[config.mk]
export PLATFORM = sky130hd
export DESIGN_NAME = alignment_breakpoint_classifier_top
export DESIGN_NICKNAME = d
export VERILOG_FILES = /design/src/rtl/abc_pkg.sv /design/src/rtl/abc_classify.sv /design/src/rtl/abc_counters.sv /design/src/rtl/alignment_breakpoint_classifier_top.sv
export SDC_FILE = /design/constraint.sdc
export NUM_CORES = 1
export LEC_CHECK = 0
export BUFFER_PORTS_ARGS = -buffer_cell sky130_fd_sc_hd__clkbuf_2
export CAP_MARGIN = 20
export CORE_MARGIN = 1.5
export CORE_UTILIZATION = 40
export DETAILED_ROUTE_END_ITERATION = 16
export PLACE_DENSITY_LB_ADDON = 0.3
export REMOVE_ABC_BUFFERS = 1
export SLEW_MARGIN = 20
export SYNTH_ARGS = -nofsm -noshare
export SYNTH_HDL_FRONTEND = slang
export SYNTH_SLANG_ARGS = --single-unit
export TNS_END_PERCENT = 50
[constraint.sdc]
create_clock -name clk -period 28.5 [get_ports clk]
set_input_delay 1.425 -clock clk [delete_from_list [all_inputs] [get_ports clk]]
set_output_delay 1.425 -clock clk [all_outputs]
set_load 0.05 [all_outputs]
[src/rtl/abc_pkg.sv]
package abc_pkg;

	localparam int unsigned POSITION_WIDTH  = 32;
	localparam int unsigned FIELD_WIDTH     = 32;
	localparam int unsigned THRESHOLD_WIDTH = 31;
	localparam int unsigned COUNT_WIDTH     = 32;

	typedef enum logic [2:0] {
		KIND_NONE        = 3'd0,
		KIND_JOIN        = 3'd1,
		KIND_ORIENTATION = 3'd2,
		KIND_ORDER       = 3'd3,
		KIND_DISTANCE    = 3'd4
	} kind_t;

	typedef struct packed {
		logic [FIELD_WIDTH-1:0] query_id;
		logic [FIELD_WIDTH-1:0] reference_id;
		logic [FIELD_WIDTH-1:0] ref_position;
		logic [FIELD_WIDTH-1:0] query_position;
		logic [FIELD_WIDTH-1:0] ref_align_length;
		logic [FIELD_WIDTH-1:0] query_align_length;
		logic                   ref_reverse;
		logic                   query_reverse;
	} req_t;

	typedef struct packed {
		logic [COUNT_WIDTH-1:0] total_count;
		logic [COUNT_WIDTH-1:0] join_count;
		logic [COUNT_WIDTH-1:0] orientation_count;
		logic [COUNT_WIDTH-1:0] order_count;
		logic [COUNT_WIDTH-1:0] distance_count;
	} counts_t;

	typedef struct packed {
		logic                   is_breakpoint;
		kind_t                  kind;
		logic [COUNT_WIDTH-1:0] total_count;
		logic [COUNT_WIDTH-1:0] join_count;
		logic [COUNT_WIDTH-1:0] orientation_count;
		logic [COUNT_WIDTH-1:0] order_count;
		logic [COUNT_WIDTH-1:0] distance_count;
	} res_t;

	typedef struct packed {
		logic  update;
		kind_t kind;
	} tally_t;

endpackage

[src/rtl/abc_classify.sv]
module abc_classify #(
	parameter int unsigned POSITION_WIDTH = abc_pkg::POSITION_WIDTH
) (
	input  logic                                 prev_valid,
	input  abc_pkg::req_t                        prev,
	input  abc_pkg::req_t                        cur,
	input  logic [abc_pkg::THRESHOLD_WIDTH-1:0]  threshold,
	output abc_pkg::kind_t                       kind
);

	localparam int unsigned EW = (POSITION_WIDTH < abc_pkg::FIELD_WIDTH) ?
		POSITION_WIDTH : abc_pkg::FIELD_WIDTH;
	localparam int unsigned AW = EW + 3;
	localparam int unsigned CW = (AW > abc_pkg::THRESHOLD_WIDTH) ?
		AW : abc_pkg::THRESHOLD_WIDTH;

	logic signed [AW-1:0] cur_rpos;
	logic signed [AW-1:0] cur_qpos;
	logic signed [AW-1:0] prev_rpos;
	logic signed [AW-1:0] prev_qpos;
	logic signed [AW-1:0] prev_rlen;
	logic signed [AW-1:0] prev_qlen;
	logic signed [AW-1:0] dr;
	logic signed [AW-1:0] dq;
	logic signed [AW-1:0] diff;
	logic        [AW-1:0] mag;
	logic        [CW-1:0] mag_w;
	logic        [CW-1:0] thr_w;
	logic                 same_group;
	logic                 orient_bad;
	logic                 order_bad;
	logic                 dist_bad;

	assign cur_rpos  = signed'({3'b000, cur.ref_position[EW-1:0]});
	assign cur_qpos  = signed'({3'b000, cur.query_position[EW-1:0]});
	assign prev_rpos = signed'({3'b000, prev.ref_position[EW-1:0]});
	assign prev_qpos = signed'({3'b000, prev.query_position[EW-1:0]});
	assign prev_rlen = signed'({3'b000, prev.ref_align_length[EW-1:0]});
	assign prev_qlen = signed'({3'b000, prev.query_align_length[EW-1:0]});

	assign dr    = cur_rpos - prev_rpos + prev_rlen;
	assign dq    = cur_qpos - prev_qpos + prev_qlen;
	assign diff  = dr - dq;
	assign mag   = diff[AW-1] ? unsigned'(-diff) : unsigned'(diff);
	assign mag_w = CW'(mag);
	assign thr_w = CW'(threshold);

	assign same_group = prev_valid && (prev.query_id == cur.query_id);
	assign orient_bad = (prev.ref_reverse ^ cur.ref_reverse) !=
		(prev.query_reverse ^ cur.query_reverse);
	assign order_bad  = (prev.ref_position[EW-1:0] >= cur.ref_position[EW-1:0]) &&
		(prev.ref_reverse == prev.query_reverse);
	assign dist_bad   = mag_w > thr_w;

	always_comb begin
		kind = abc_pkg::KIND_NONE;
		if (same_group) begin
			if (prev.reference_id != cur.reference_id) begin
				kind = abc_pkg::KIND_JOIN;
			end else if (orient_bad) begin
				kind = abc_pkg::KIND_ORIENTATION;
			end else if (order_bad) begin
				kind = abc_pkg::KIND_ORDER;
			end else if (dist_bad) begin
				kind = abc_pkg::KIND_DISTANCE;
			end
		end
	end

endmodule

[src/rtl/abc_counters.sv]
module abc_counters (
	input  logic             clk,
	input  logic             arst_n,
	input  abc_pkg::tally_t  tally,
	output abc_pkg::counts_t counts_next
);

	abc_pkg::counts_t counts_q;

	function automatic logic [abc_pkg::COUNT_WIDTH-1:0] sat_inc(
		input logic [abc_pkg::COUNT_WIDTH-1:0] c
	);
		return (&c) ? c : c + abc_pkg::COUNT_WIDTH'(1);
	endfunction

	always_comb begin
		counts_next = counts_q;
		case (tally.kind)
			abc_pkg::KIND_JOIN: begin
				counts_next.join_count = sat_inc(counts_q.join_count);
			end
			abc_pkg::KIND_ORIENTATION: begin
				counts_next.orientation_count = sat_inc(counts_q.orientation_count);
			end
			abc_pkg::KIND_ORDER: begin
				counts_next.order_count = sat_inc(counts_q.order_count);
			end
			abc_pkg::KIND_DISTANCE: begin
				counts_next.distance_count = sat_inc(counts_q.distance_count);
			end
			default: begin
				counts_next = counts_q;
			end
		endcase
		if (tally.kind != abc_pkg::KIND_NONE) begin
			counts_next.total_count = sat_inc(counts_q.total_count);
		end
	end

	always_ff @(posedge clk or negedge arst_n) begin
		if (!arst_n) begin
			counts_q <= '0;
		end else if (tally.update) begin
			counts_q <= counts_next;
		end
	end

endmodule

[src/rtl/alignment_breakpoint_classifier_top.sv]
// Alignment breakpoint classifier.
// Request channel: req carries one alignment record, accepted at a rising edge
// with req_valid high and req_stall low. Records arrive sorted by query id.
// Result channel: res carries the verdict for that record and the five
// saturating counters after it, taken at an edge with res_valid high and
// res_stall low. Every request gives exactly one result, in order.
// A result passes first through the request register, then through the result
// register, before it can be taken. Throughput is one request per cycle while
// res_stall is low; the whole comparison against the previous record and the
// counter update sit in the single combinational step between those registers.
// cfg_wr_en writes cfg_wr_data into the distance threshold at the next edge;
// write it only while no request is in flight.
// Reset clears the threshold, the counters, the previous record and both
// pipeline stages; the first record after reset starts a new group.
// When res_stall is held the result holds, one more request may enter the
// request register, and then req_stall rises until the result is taken.
module alignment_breakpoint_classifier_top #(
	parameter int unsigned POSITION_WIDTH = abc_pkg::POSITION_WIDTH
) (
	input  logic                                clk,
	input  logic                                arst_n,
	input  logic                                req_valid,
	output logic                                req_stall,
	input  abc_pkg::req_t                       req,
	output logic                                res_valid,
	input  logic                                res_stall,
	output abc_pkg::res_t                       res,
	input  logic                                cfg_wr_en,
	input  logic [abc_pkg::THRESHOLD_WIDTH-1:0] cfg_wr_data
);

	logic [abc_pkg::THRESHOLD_WIDTH-1:0] thr_q;
	logic                                valid_s1;
	abc_pkg::req_t                       item_s1;
	logic                                valid_s2;
	abc_pkg::res_t                       res_s2;
	logic                                prev_valid_q;
	abc_pkg::req_t                       prev_q;
	logic                                advance;
	abc_pkg::kind_t                      kind;
	abc_pkg::tally_t                     tally;
	abc_pkg::counts_t                    counts_next;

	assign advance   = valid_s1 && (!valid_s2 || !res_stall);
	assign req_stall = valid_s1 && !advance;
	assign res_valid = valid_s2;
	assign res       = res_s2;

	assign tally.update = advance;
	assign tally.kind   = kind;

	abc_classify #(
		.POSITION_WIDTH(POSITION_WIDTH)
	) u_classify (
		.prev_valid(prev_valid_q),
		.prev      (prev_q),
		.cur       (item_s1),
		.threshold (thr_q),
		.kind      (kind)
	);

	abc_counters u_counters (
		.clk        (clk),
		.arst_n     (arst_n),
		.tally      (tally),
		.counts_next(counts_next)
	);

	always_ff @(posedge clk or negedge arst_n) begin
		if (!arst_n) begin
			thr_q <= '0;
		end else if (cfg_wr_en) begin
			thr_q <= cfg_wr_data;
		end
	end

	// request register
	always_ff @(posedge clk or negedge arst_n) begin
		if (!arst_n) begin
			valid_s1 <= 1'b0;
			item_s1  <= '0;
		end else if (!req_stall) begin
			valid_s1 <= req_valid;
			if (req_valid) begin
				item_s1 <= req;
			end
		end
	end

	// previous record
	always_ff @(posedge clk or negedge arst_n) begin
		if (!arst_n) begin
			prev_valid_q <= 1'b0;
			prev_q       <= '0;
		end else if (advance) begin
			prev_valid_q <= 1'b1;
			prev_q       <= item_s1;
		end
	end

	// result register
	always_ff @(posedge clk or negedge arst_n) begin
		if (!arst_n) begin
			valid_s2 <= 1'b0;
			res_s2   <= '0;
		end else if (advance) begin
			valid_s2                 <= 1'b1;
			res_s2.is_breakpoint     <= (kind != abc_pkg::KIND_NONE);
			res_s2.kind              <= kind;
			res_s2.total_count       <= counts_next.total_count;
			res_s2.join_count        <= counts_next.join_count;
			res_s2.orientation_count <= counts_next.orientation_count;
			res_s2.order_count       <= counts_next.order_count;
			res_s2.distance_count    <= counts_next.distance_count;
		end else if (!res_stall) begin
			valid_s2 <= 1'b0;
		end
	end

endmodule

======== Word-level counts from Yosys, hierarchy flattened ========
Index checks and enable logic that the tools add are counted.
word-level totals
  flip-flop bits (word level) ............. 586
  output and inout port bits .............. 166
  logic and storage cells ................. 89
operators by class
  add/sub/neg operators ................... 11
  order comparisons ....................... 2
  eq/ne operators ......................... 9
  muxes and demuxes ....................... 12
  bitwise operators ....................... 8
  reductions and logical operators ........ 20
operator list
  kind                   number
  $add 32x1->32 const B  5
  $reduce_and 32->1      5
  $mux 32                4
  $add 35x33->35         2
  $sub 32x32->33         2
  $gt 35x31->1           1
  $mux 35                1
  $neg 35->35            1
  $sub 35x35->35         1
  $eq 32x32->1           1
  $ge 32x32->1           1
  $ne 32x32->1           1
  $mux 3                 5
  $reduce_and 3->1       5
  $eq 3x2->1 const B     2
  $not 1->1              6
  $logic_and 1x1->1      4
  $eq 3x1->1 const B     1
  $eq 3x3->1 const B     1
  $logic_not 1->1        3
  $reduce_bool 3->1      1
  $mux 1                 2
  $ne 2x1->1 const B     1
  $reduce_and 2->1       1
  other kinds (4)        5

======== Depth between registers and ports, before layout ========
Gate-level depths: netlist (run 1).
  word-level depth ........................ 13
  gate-level depth with buffers ........... 48
  gate-level depth less buffers ........... 45

======== Cells and area by module ========
A second synthesis (run 1) with hierarchy kept.
second synthesis, totals
  cells, all modules ...................... 4445
  area total of the unflattened synthesis .. 44953.1 um^2
by module, submodules not included
  module                               instances  cells each  area each (um^2)  seq. area each (um^2)
  alignment_breakpoint_classifier_top  1          1931        24750.0           14664.1
  abc_counters                         1          1228        10900.5           4003.8
  abc_classify                         1          1286        9302.7            0.0

======== Worst setup path before layout (run 1) ========
No wires, ideal clock.
  kind .................................... reg-to-reg
  from .................................... register item_s1[67] (netlist name)
  to ...................................... register u_counters.counts_q[141] (netlist name)
  setup time .............................. 0.141 ns
  arrival ................................. 8.894 ns
  setup slack ............................. 19.466 ns
  stages on the path, launching flop included .. 45
  path buffers ............................ 2
  period minus slack after synthesis ...... 9.034 ns
  cells stage by stage .................... dfrtp_1 > ha_1 > nor2b_1 > o21ai_0 > a21boi_0 > o21ai_0 > a211oi_1 > o311a_1 > o21a_1 > o21a_1 > o21ai_0 > o21ai_0 > o41a_1 > a211o_1 > xnor2_1 > fa_1 > inv_1 > fa_1 > [9 not listed] > nand2_1 > xnor2_1 > ha_1 > a21o_1 > a21o_1 > a21o_1 > a21o_1 > a21oi_1 > nor2b_1 > o21ai_0 > a31oi_1 > a211oi_1 > o22ai_1 > nor3_4 > a31oi_4 > buf_6 > nand4_1 > xnor2_1
on the way
  cells in the longest elaborated chain, start to end .. 13
RTL lines
  element                                RTL line                                   text
  start, declared                        alignment_breakpoint_classifier_top.sv:34  abc_pkg::req_t item_s1;
  start signal, assigned                 alignment_breakpoint_classifier_top.sv:85  item_s1 <= req;
  $sub 32x32->33 (*)                     abc_classify.sv:42                         assign dq = cur_qpos - prev_qpos + prev_qlen;
  $add 35x33->35 (*)                     abc_classify.sv:42
  $sub 35x35->35 (*)                     abc_classify.sv:43                         assign diff = dr - dq;
  $neg 35->35                            abc_classify.sv:44                         assign mag = diff[AW-1] ? unsigned'(-diff) : unsigned'(diff);
  $mux 35 (*)                            abc_classify.sv:44
  $gt 35x31->1 (*)                       abc_classify.sv:53                         assign dist_bad = mag_w > thr_w;
  $mux 3 (*)                             abc_classify.sv:64                         end else if (dist_bad) begin
  $mux 3 (*)                             abc_classify.sv:62                         end else if (order_bad) begin
  $mux 3 (*)                             abc_classify.sv:60                         end else if (orient_bad) begin
  $mux 3 (*)                             abc_classify.sv:58                         if (prev.reference_id != cur.reference_id) begin
  $mux 3 (*)                             abc_classify.sv:57                         if (same_group) begin
  $reduce_bool 3->1 (*)                  abc_counters.sv:35                         if (tally.kind != abc_pkg::KIND_NONE) begin
  $reduce_and 3->1 (no source line) (*)  n/a
  end signal, assigned                   abc_counters.sv:44                         counts_q <= counts_next;
  end, declared                          abc_counters.sv:8                          abc_pkg::counts_t counts_q;
Every way passes the cells marked *; elsewhere a longest branch is shown, timed or not.
A chain may end at the register's enable or synchronous reset.

======== Worst setup path in the final report (run 1) ========
  from .................................... register item_s1[67] (netlist name)
  to ...................................... register u_counters.counts_q[129] (netlist name)
The elaborated chain is that of the path after synthesis.

==> results of run 1 <==
==> flip-flops by register name, indices dropped and copies added (netlist names) <==
register,cells
thr_q,31
res_valid,1
prev_valid_q,1
valid_s1,1
item_s1,194
prev_q,194
u_counters.counts_q,160
res,4
==> cell type report <==
type,instances,area [sq um]
repair buffers,408,2140
clock inverters,26,443
flip-flops and latches,586,14700
well taps,1050,1310
fillers,7530,41600
clock buffers,101,2060
multi-input cells,2253,16100
diodes,10,25.0
inverters,283,1060
==> worst reg2reg max path: cells and delay by family (launching register included) <==
family | cells | cell delay (ns)
flops | 1 | 0.41
compound gates | 26 | 7.13
xor+xnor | 2 | 0.34
fa+ha+maj | 5 | 1.88
simple gates | 5 | 0.92
buf+inv | 2 | 0.10
mux | 1 | 0.41
==> kinds of logic after synthesis <==
group                      share of synthesized area, %
adders and majority gates                          9.50
AOI/OAI and AO/OA                                  9.04
buffers and inverters                              4.58
and+or+nand+nor                                    15.4
DFF                                                45.5
muxes                                              7.03
xor gates and xnor gates                           8.97
==> synthesized netlist by cell type, drive strengths merged, types with 3 or more instances <==
master,n,area (sq um)
a21o,56,420
o21ai,203,1020
or2,10,62.6
nand4,56,350
nor3,33,181
fa,66,1320
nand3b,7,56.3
nor4,24,165
a211o,6,52.6
mux2,200,2260
a31oi,16,115
o2111ai,3,26.3
xor2,143,1250
buf,26,139
or4b,3,30.0
o21a,14,105
inv,283,1060
and4b,3,30.0
o21bai,11,82.6
a31o,6,52.6
o311a,3,30.0
and3,54,338
and2,18,113
and4,12,105
nor2b,17,106
o31ai,3,27.5
a211oi,13,125
o211ai,6,45.0
a21oi,81,428
o211a,3,30.0
nand3,96,480
a21boi,6,45.0
xnor2,187,1640
nor2,115,434
ha,139,1740
o41ai,4,35.0
or4,7,52.6
nand2,554,2080
nand2b,22,140
clkbuf,73,274
a311oi,4,41.3
dfrtp,586,14700
or3,13,86.3
a221o,4,40.0
==> path summary, 6_finish.rpt <==
check | start | end | slack (ns)
max in group asynchronous | arst_n | u_counters.counts_q[56] | 25.57
setup / recovery | item_s1[67] | u_counters.counts_q[129] | 17.19
min in group asynchronous | arst_n | item_s1[144] | 0.78
setup reg to reg | item_s1[67] | u_counters.counts_q[129] | 17.19
hold reg to reg | item_s1[40] | prev_q[40] | 0.46
hold / removal | item_s1[40] | prev_q[40] | 0.46
==> through the flow <==
step,setup WS (ns),utilization [%]
final,17.19,47.6
after global routing,16.34,47.6
after CTS,17.24,47.6
after detailed placement,17.26,44.4
after global placement,17.48,44.4
after floorplan,19.14,-
==> metal layers <==
metal  vias to the layer above  track usage (%)
met3                       168             4.37
met1                     11430             26.3
met2                       405             30.0
met5                         -                0
li1                      11589                -
met4                        34             6.58
==> out/results.tsv, run 1 <==
stage	metric	value	unit
route	drc	0	
yosys	syn-mean-instance-area	10.0	sq um
floorplanning	fp-row-count	103	
yosys	ys_types	98	
route	vias	23626	
yosys	ys.flop_type	dfrtp_1	
grt	overflow	0	
route	wl_per_cell	16.8	microns
place	gp_congestion	0.860	
clock_network	post-cts-setup-buffers	0	
layout	final_common_cell	dfrtp_1	
clock_network	cts_buffers	70	
timing	rsz0062_at_grt	false	
floorplanning	core-area	79400	sq um
route	dr.max_layer_used	met5	
layout	synthToLayoutAreaGrowth	17.3	%
clock_network	cts_tree	yes	
clock_network	cts-root-buf	clkbuf_16	
setup_path	path_common_cell	o21ai_0	
clock_network	post_cts_resized	0	
setup_path	cp_top_family	compound AO/OA/AOI/OAI gates	
setup_path	crit_required	28.99	ns
layout	layout.cells.non_filler	4717	
setup_path	arrival	11.80	ns
setup_path	worst-r2r-cell-count	41	
setup_path	worstPathMaxFanout	32	
timing	slew_headroom	28.2	%
layout	final_cell_mix	dfrtp_1, nand2_1, clkbuf_2	
timing	finalMaxSlewViolations	0	
place	portBuffers	395	
grt	grt_pass1_vias	23037	
setup_path	cpMaxStageDelayCell	o311a_1	
clock_network	clkTransAtPathRegs	0.06	ns
grt	grt_pass1_wl	127000	microns
floorplanning	die_h	287	microns
yosys	yosys_register_bits	586	
yosys	synth-edff-count	0	
floorplanning	start_util	40.6	%
timing	hold_viol_final	0	
yosys	seq_area_frac_synth	45.5	%
job	cap_violations	0	
yosys	async_flop_share	100	%
clock_network	cts_hold_buf	0	
route	drt_first_iter_violations	1258	
timing	worstMarginPinSlew	1.08	ns
setup_path	end_kind	flip-flop	
timing	fmax	88.5	MHz
hold_path	hp-class	flip-flop to flip-flop	
timing	min_period	11.31	ns
timing	finalSetupViolations	0	
setup_path	critPathKind	flip-flop to flip-flop	
clock_network	cts_sinks	586	
grt	grt_usage	19.2	%
place	place_inst	4579	
layout	final_cell_area	37800	sq um
route	drtAntennaViolNets	0	
yosys	synth_area	32200	sq um
floorplanning	die_w	287	microns
route	finalWirelength	79300	microns
place	place_area	35300	sq um
timing	tns	0	ns
setup_path	critPathLaunchType	flip-flop	
place	dp_hpwl	58700	microns
yosys	ys.warnings.count	0	
setup_path	path_depth	41	
setup_path	critPathMaxStageDelay	0.76	ns
clock_network	cts.path.max_buffers	3	
layout	drive_gt1_share	21.0	%
setup_path	crit_buf_inv	2	
floorplanning	dieArea	82300	sq um
layout	nets	4037	
route	drt-met1-wl	36000	microns
grt	grt_max_degree	158	
timing	skew	0.0236	ns
clock_network	insertion_delay	0.61	ns
yosys	synth_cells	3221	
route	dr_wl_met2	36800	microns
route	via_per_inst	5.01	
floorplanning	top_level_ports	396	
clock_network	h-tree-depth	3	
timing	holdWs	0.464	ns
hold_path	hold_path_depth	2	
grt	antenna_found_initial	27	
outcome	outcome	finished clean	
route	first_pass_iters	5	
route	wl_met3	3760	microns
timing	fin_crit_sh	39.7	%
Power of run 1 is left out: the tool's default activity adds up to more than one toggle a clock period on the data nets, which glitch-free logic cannot reach.
==> run 2, diff against run 1 <==
==> constraint.sdc (replaced) <==
create_clock -name clk -period 9.9 [get_ports clk]
set_input_delay 0.495 -clock clk [delete_from_list [all_inputs] [get_ports clk]]
set_output_delay 0.495 -clock clk [all_outputs]
set_load 0.05 [all_outputs]
==> out/results.tsv, run 2 (synthesis gave the netlist of run 1 again) <==
stage	metric	value	unit	change
timing	skew	0.0280	ns	+0.00443 ns
route	vias	23826		+0.85%
grt	grt_pass1_vias	23471		+1.9%
floorplanning	die_w	287	microns	unchanged
route	drt-met1-wl	36400	microns	+1.1%
timing	min_period	9.26	ns	-2.04 ns
timing	slew_headroom	31.9	%	+3.7 points
route	drc	0		unchanged
route	finalWirelength	80600	microns	+1.6%
hold_path	hp-class	primary input to flip-flop		
floorplanning	fp-row-count	103		unchanged
timing	holdWs	0.107	ns	-0.357 ns
route	dr_wl_met2	37900	microns	+3.0%
layout	final_cell_mix	dfrtp_1, nand2_1, clkbuf_2		
clock_network	cts.path.max_buffers	3		unchanged
timing	fin_crit_sh	93.5	%	+54 points
clock_network	cts_buffers	69		-1.4%
route	drtAntennaViolNets	0		unchanged
timing	rsz0062_at_grt	false		
layout	top_regs	item_s1 x194, prev_q x194, u_counters.counts_q x160		
clock_network	cts_sinks	586		unchanged
route	via_per_inst	5.01		about the same
timing	tns	0	ns	unchanged
route	first_pass_iters	5		unchanged
floorplanning	dieArea	82300	sq um	unchanged
outcome	outcome	finished clean		
timing	worstMarginPinSlew	1.02	ns	-0.0555 ns
layout	synthToLayoutAreaGrowth	18.3	%	
clock_network	cts-root-buf	clkbuf_16		
route	wl_met3	3650	microns	-2.8%
setup_path	critPathKind	flip-flop to flip-flop		
setup_path	cp_top_family	compound AO/OA/AOI/OAI gates		
setup_path	worstPathMaxFanout	22		-31%
clock_network	insertion_delay	0.61	ns	about the same
setup_path	cpMaxStageDelayCell	fa_1		
setup_path	end_kind	flip-flop		
floorplanning	core-area	79400	sq um	unchanged
floorplanning	start_util	40.6	%	unchanged
floorplanning	top_level_ports	396		unchanged
setup_path	crit_buf_inv	8		+6
place	portBuffers	395		unchanged
layout	fillCellCount	7595		+0.86%
layout	nets	4080		+1.1%
layout	drive_gt1_share	22.2	%	+1.3 points
job	cap_violations	0		unchanged
setup_path	critPathMaxStageDelay	0.52	ns	-0.24 ns
floorplanning	die_h	287	microns	unchanged
grt	antenna_found_initial	24		-11%
grt	overflow	0		unchanged
grt	grt_max_degree	224		+42%
timing	fmax	108	MHz	+22%
place	dp_hpwl	59500	microns	+1.3%
setup_path	critPathLaunchType	flip-flop		
timing	hold_viol_final	0		unchanged
grt	grt_pass1_wl	129000	microns	+1.5%
clock_network	cts_tree	yes		
route	dr.max_layer_used	met5		
clock_network	h-tree-depth	3		unchanged
setup_path	arrival	9.78	ns	-2.02 ns
timing	finalSetupViolations	0		unchanged
place	place_area	35600	sq um	+0.94%
place	gp_congestion	0.851		-1.1%
setup_path	crit_required	10.42	ns	-18.57 ns
layout	final_common_cell	dfrtp_1		
clock_network	clkTransAtPathRegs	0.06	ns	about the same
route	wl_per_cell	16.9	microns	+0.65%
route	drt_first_iter_violations	1440		+14%
timing	finalMaxSlewViolations	0		unchanged
grt	grt_usage	19.5	%	+0.30 points
layout	final_cell_area	38100	sq um	+0.79%
run 2: timing repair:
action                                 4_1_cts  5_1_grt
gates resized for setup                      0       28
hold buffers                                 1        0
endpoints found under the hold margin       54        0
setup buffers                                0        4
setup endpoints to repair                    0       66
run 2: worst paths after layout:
kind                                       from                        to  slack (ns)  cells after the start
worst max-delay path                 prev_q[67]  u_counters.counts_q[151]        0.64                     47
worst min-delay path            cfg_wr_data[28]                 thr_q[28]        0.11                      3
worst max register to register       prev_q[67]  u_counters.counts_q[151]        0.64                     47
worst min register to register      item_s1[51]                prev_q[51]        0.46                      2
max in group asynchronous                arst_n   u_counters.counts_q[49]        7.09                      4
min in group asynchronous                arst_n              item_s1[140]        0.51                      2
run 2: per-stage QoR:
stage                     std cells  utilization [%]  setup WS [ns]
after floorplan                3122                -          0.545
after global placement         4618             44.8          0.322
after detailed placement       4618             44.8         0.0978
after CTS                      4745             47.8         0.0340
after global routing           4759             48.0        0.00779
final                          4760             48.0          0.639
run 2: worst min-delay path: cells and delay by family:
family,cells,cell delay (ns)
AOI/OAI and AO/OA,1,0.06
buffers and inverters,1,0.08
and+or+nand+nor,1,0.04
run 2: layout make-up:
type / count / area [sq um] / area share (%)
antenna: 10 / 25.0 / 0.0657
timing repair buffer: 451 / 2480 / 6.51
tap: 1050 / 1310 / 3.45
inverter: 283 / 1060 / 2.79
clock buffer: 95 / 1970 / 5.16
sequential: 586 / 14700 / 38.5
multi-input combinational: 2254 / 16200 / 42.5
clock inverter: 31 / 389 / 1.02
run 2: routing by layer:
metal | vias up | track usage [%]
li1 | 11675 | -
met1 | 11570 | 26.2
met2 | 395 | 31.1
met3 | 156 | 4.20
met4 | 30 | 6.96
met5 | - | 0
Power of run 2 is left out for the same reason.
==> run 3, diff against run 2 <==
--- a/config.mk
+++ b/config.mk
@@ -10,7 +10,7 @@
 export CORE_MARGIN = 1.5
 export CORE_UTILIZATION = 40
 export DETAILED_ROUTE_END_ITERATION = 16
-export PLACE_DENSITY_LB_ADDON = 0.3
+export PLACE_DENSITY_LB_ADDON = 0.25
 export REMOVE_ABC_BUFFERS = 1
 export SLEW_MARGIN = 20
 export SYNTH_ARGS = -nofsm -noshare
==> out/results.tsv, run 3 (synthesis gave the netlist of run 1 again) <==
stage	metric	value	unit	change
outcome	outcome	finished clean		
layout	register_area	14700	sq um	unchanged
place	dp_hpwl	59100	microns	-0.73%
layout	multi_input_area	16200	sq um	-0.11%
route	finalWirelength	79200	microns	-1.7%
layout	final_cell_mix	dfrtp_1, nand2_1, clkbuf_2		
clock_network	h-tree-depth	3		unchanged
route	drc	0		unchanged
setup_path	critPathKind	flip-flop to flip-flop		
grt	grt_pass1_vias	23430		-0.17%
grt	grt_pass1_wl	128000	microns	-0.66%
timing	worstMarginPinSlew	0.998	ns	-0.0232 ns
floorplanning	fp-row-count	103		unchanged
route	wl_per_cell	16.6	microns	-1.9%
route	first_pass_iters	6		+1
grt	grt_usage	19.3	%	-0.17 points
clock_network	cts_tree	yes		
place	gp_congestion	0.823		-3.2%
grt	overflow	0		unchanged
clock_network	cts_buffers	69		unchanged
timing	finalMaxSlewViolations	0		unchanged
timing	fin_crit_sh	94.3	%	+0.80 points
floorplanning	die_h	287	microns	unchanged
clock_network	cts_sinks	586		unchanged
timing	hold_viol_final	0		unchanged
setup_path	critPathMaxStageDelay	0.53	ns	about the same
layout	nets	4094		+0.34%
setup_path	end_kind	flip-flop		
setup_path	critPathLaunchType	flip-flop		
route	drt_first_iter_violations	1282		-11%
timing	skew	0.0174	ns	-0.0106 ns
place	place_inst	4629		+0.24%
timing	fmax	107	MHz	-0.85%
layout	layout.cells.non_filler	4771		+0.23%
layout	final_common_cell	dfrtp_1		
setup_path	path_common_cell	a21o_1		
layout	top_regs	item_s1 x194, prev_q x194, u_counters.counts_q x160		
floorplanning	top_level_ports	396		unchanged
clock_network	cts.path.max_buffers	3		unchanged
timing	finalSetupViolations	0		unchanged
hold_path	hp-class	primary input to flip-flop		
timing	slew_headroom	33.5	%	+1.5 points
setup_path	arrival	9.86	ns	+0.08 ns
floorplanning	dieArea	82300	sq um	unchanged
layout	drive_gt1_share	22.3	%	+0.063 points
route	vias	23632		-0.81%
timing	min_period	9.34	ns	+0.0792 ns
floorplanning	start_util	40.6	%	unchanged
setup_path	worstPathMaxFanout	19		-14%
setup_path	crit_required	10.42	ns	about the same
job	cap_violations	0		unchanged
clock_network	clkTransAtPathRegs	0.05	ns	about the same
route	drtAntennaViolNets	0		unchanged
setup_path	cpMaxStageDelayCell	fa_1		
layout	fillCellCount	7554		-0.54%
clock_network	cts-root-buf	clkbuf_16		
layout	synthToLayoutAreaGrowth	18.3	%	about the same
floorplanning	core-area	79400	sq um	unchanged
place	portBuffers	395		unchanged
route	via_per_inst	4.95		-1.0%
grt	antenna_found_initial	26		+8.3%
grt	grt_max_degree	222		-0.89%
clock_network	insertion_delay	0.61	ns	about the same
floorplanning	die_w	287	microns	unchanged
-- run 3: cell types whose count changed in the layout (fill, tap and decap cells not counted), moves of 3 or more --
cell	delta
clkbuf_1	+5
inv_6	-3
buf_4	+14
clkinvlp_4	+3
bufinv_16	-4
clkinv_2	-5
-- run 3: area by class of cell --
cell class	instances	area share, %
clock buffer	100	5.23
tap	1050	3.45
timing repair buffer	466	6.86
antenna	9	0.0591
multi-input combinational	2253	42.5
sequential	586	38.5
clock inverter	24	0.676
inverter	283	2.79
-- run 3: worst max-delay path: cells and delay by family, from the launching register on --
kind	cells	cell delay, ns
AO/OA/AOI/OAI	25	5.22
AND/OR/NAND/NOR	7	0.71
adder cells (fa/ha/maj)	5	1.90
flip-flops	1	0.40
XOR/XNOR	3	0.40
buffers and inverters	5	0.62
-- run 3: routing by layer --
layer / vias up / share of wire [%] / track usage [%]
met4: 36 / 2.5 / 6.17
met1: 11390 / 46 / 26.6
met5: - / 0.28 / 0
met3: 136 / 4.5 / 3.94
li1: 11708 / - / -
met2: 362 / 47 / 30.5
-- run 3: path summary, 6_finish.rpt --
path	startpoint	endpoint	slack, ns	cells past startpoint
worst max-delay path	item_s1[67]	u_counters.counts_q[156]	0.56	45
worst max register to register	item_s1[67]	u_counters.counts_q[156]	0.56	45
worst min-delay path	cfg_wr_data[27]	thr_q[27]	0.10	3
worst min register to register	item_s1[6]	prev_q[6]	0.46	2
max in group asynchronous	arst_n	u_counters.counts_q[47]	7.20	4
min in group asynchronous	arst_n	item_s1[140]	0.48	2
-- run 3: through the flow --
stage,utilization (%),TNS (ns),hold WS [ns],area [sq um],worst slack [ns]
3_3_place_gp,44.9,0,0.447,35700,0.271
4_1_cts,47.8,0,0.0657,37900,0.143
6_report,48.0,0,0.103,38100,0.560
3_5_place_dp,44.9,0,0.456,35700,0.0650
2_1_floorplan,-,0,0.199,31800,0.545
5_1_grt,48.0,-0.00400,0.0836,38100,-0.00272
-- run 3: repair_timing --
action | in CTS | in global routing
resized for setup | 1 | 25
setup buffers | 0 | 7
hold buffers | 1 | 0
pin swaps | 0 | 6
endpoints found under the hold margin | 103 | 0
cloned | 0 | 0
endpoints found under the setup margin | 5 | 66
Power of run 3 is left out for the same reason.
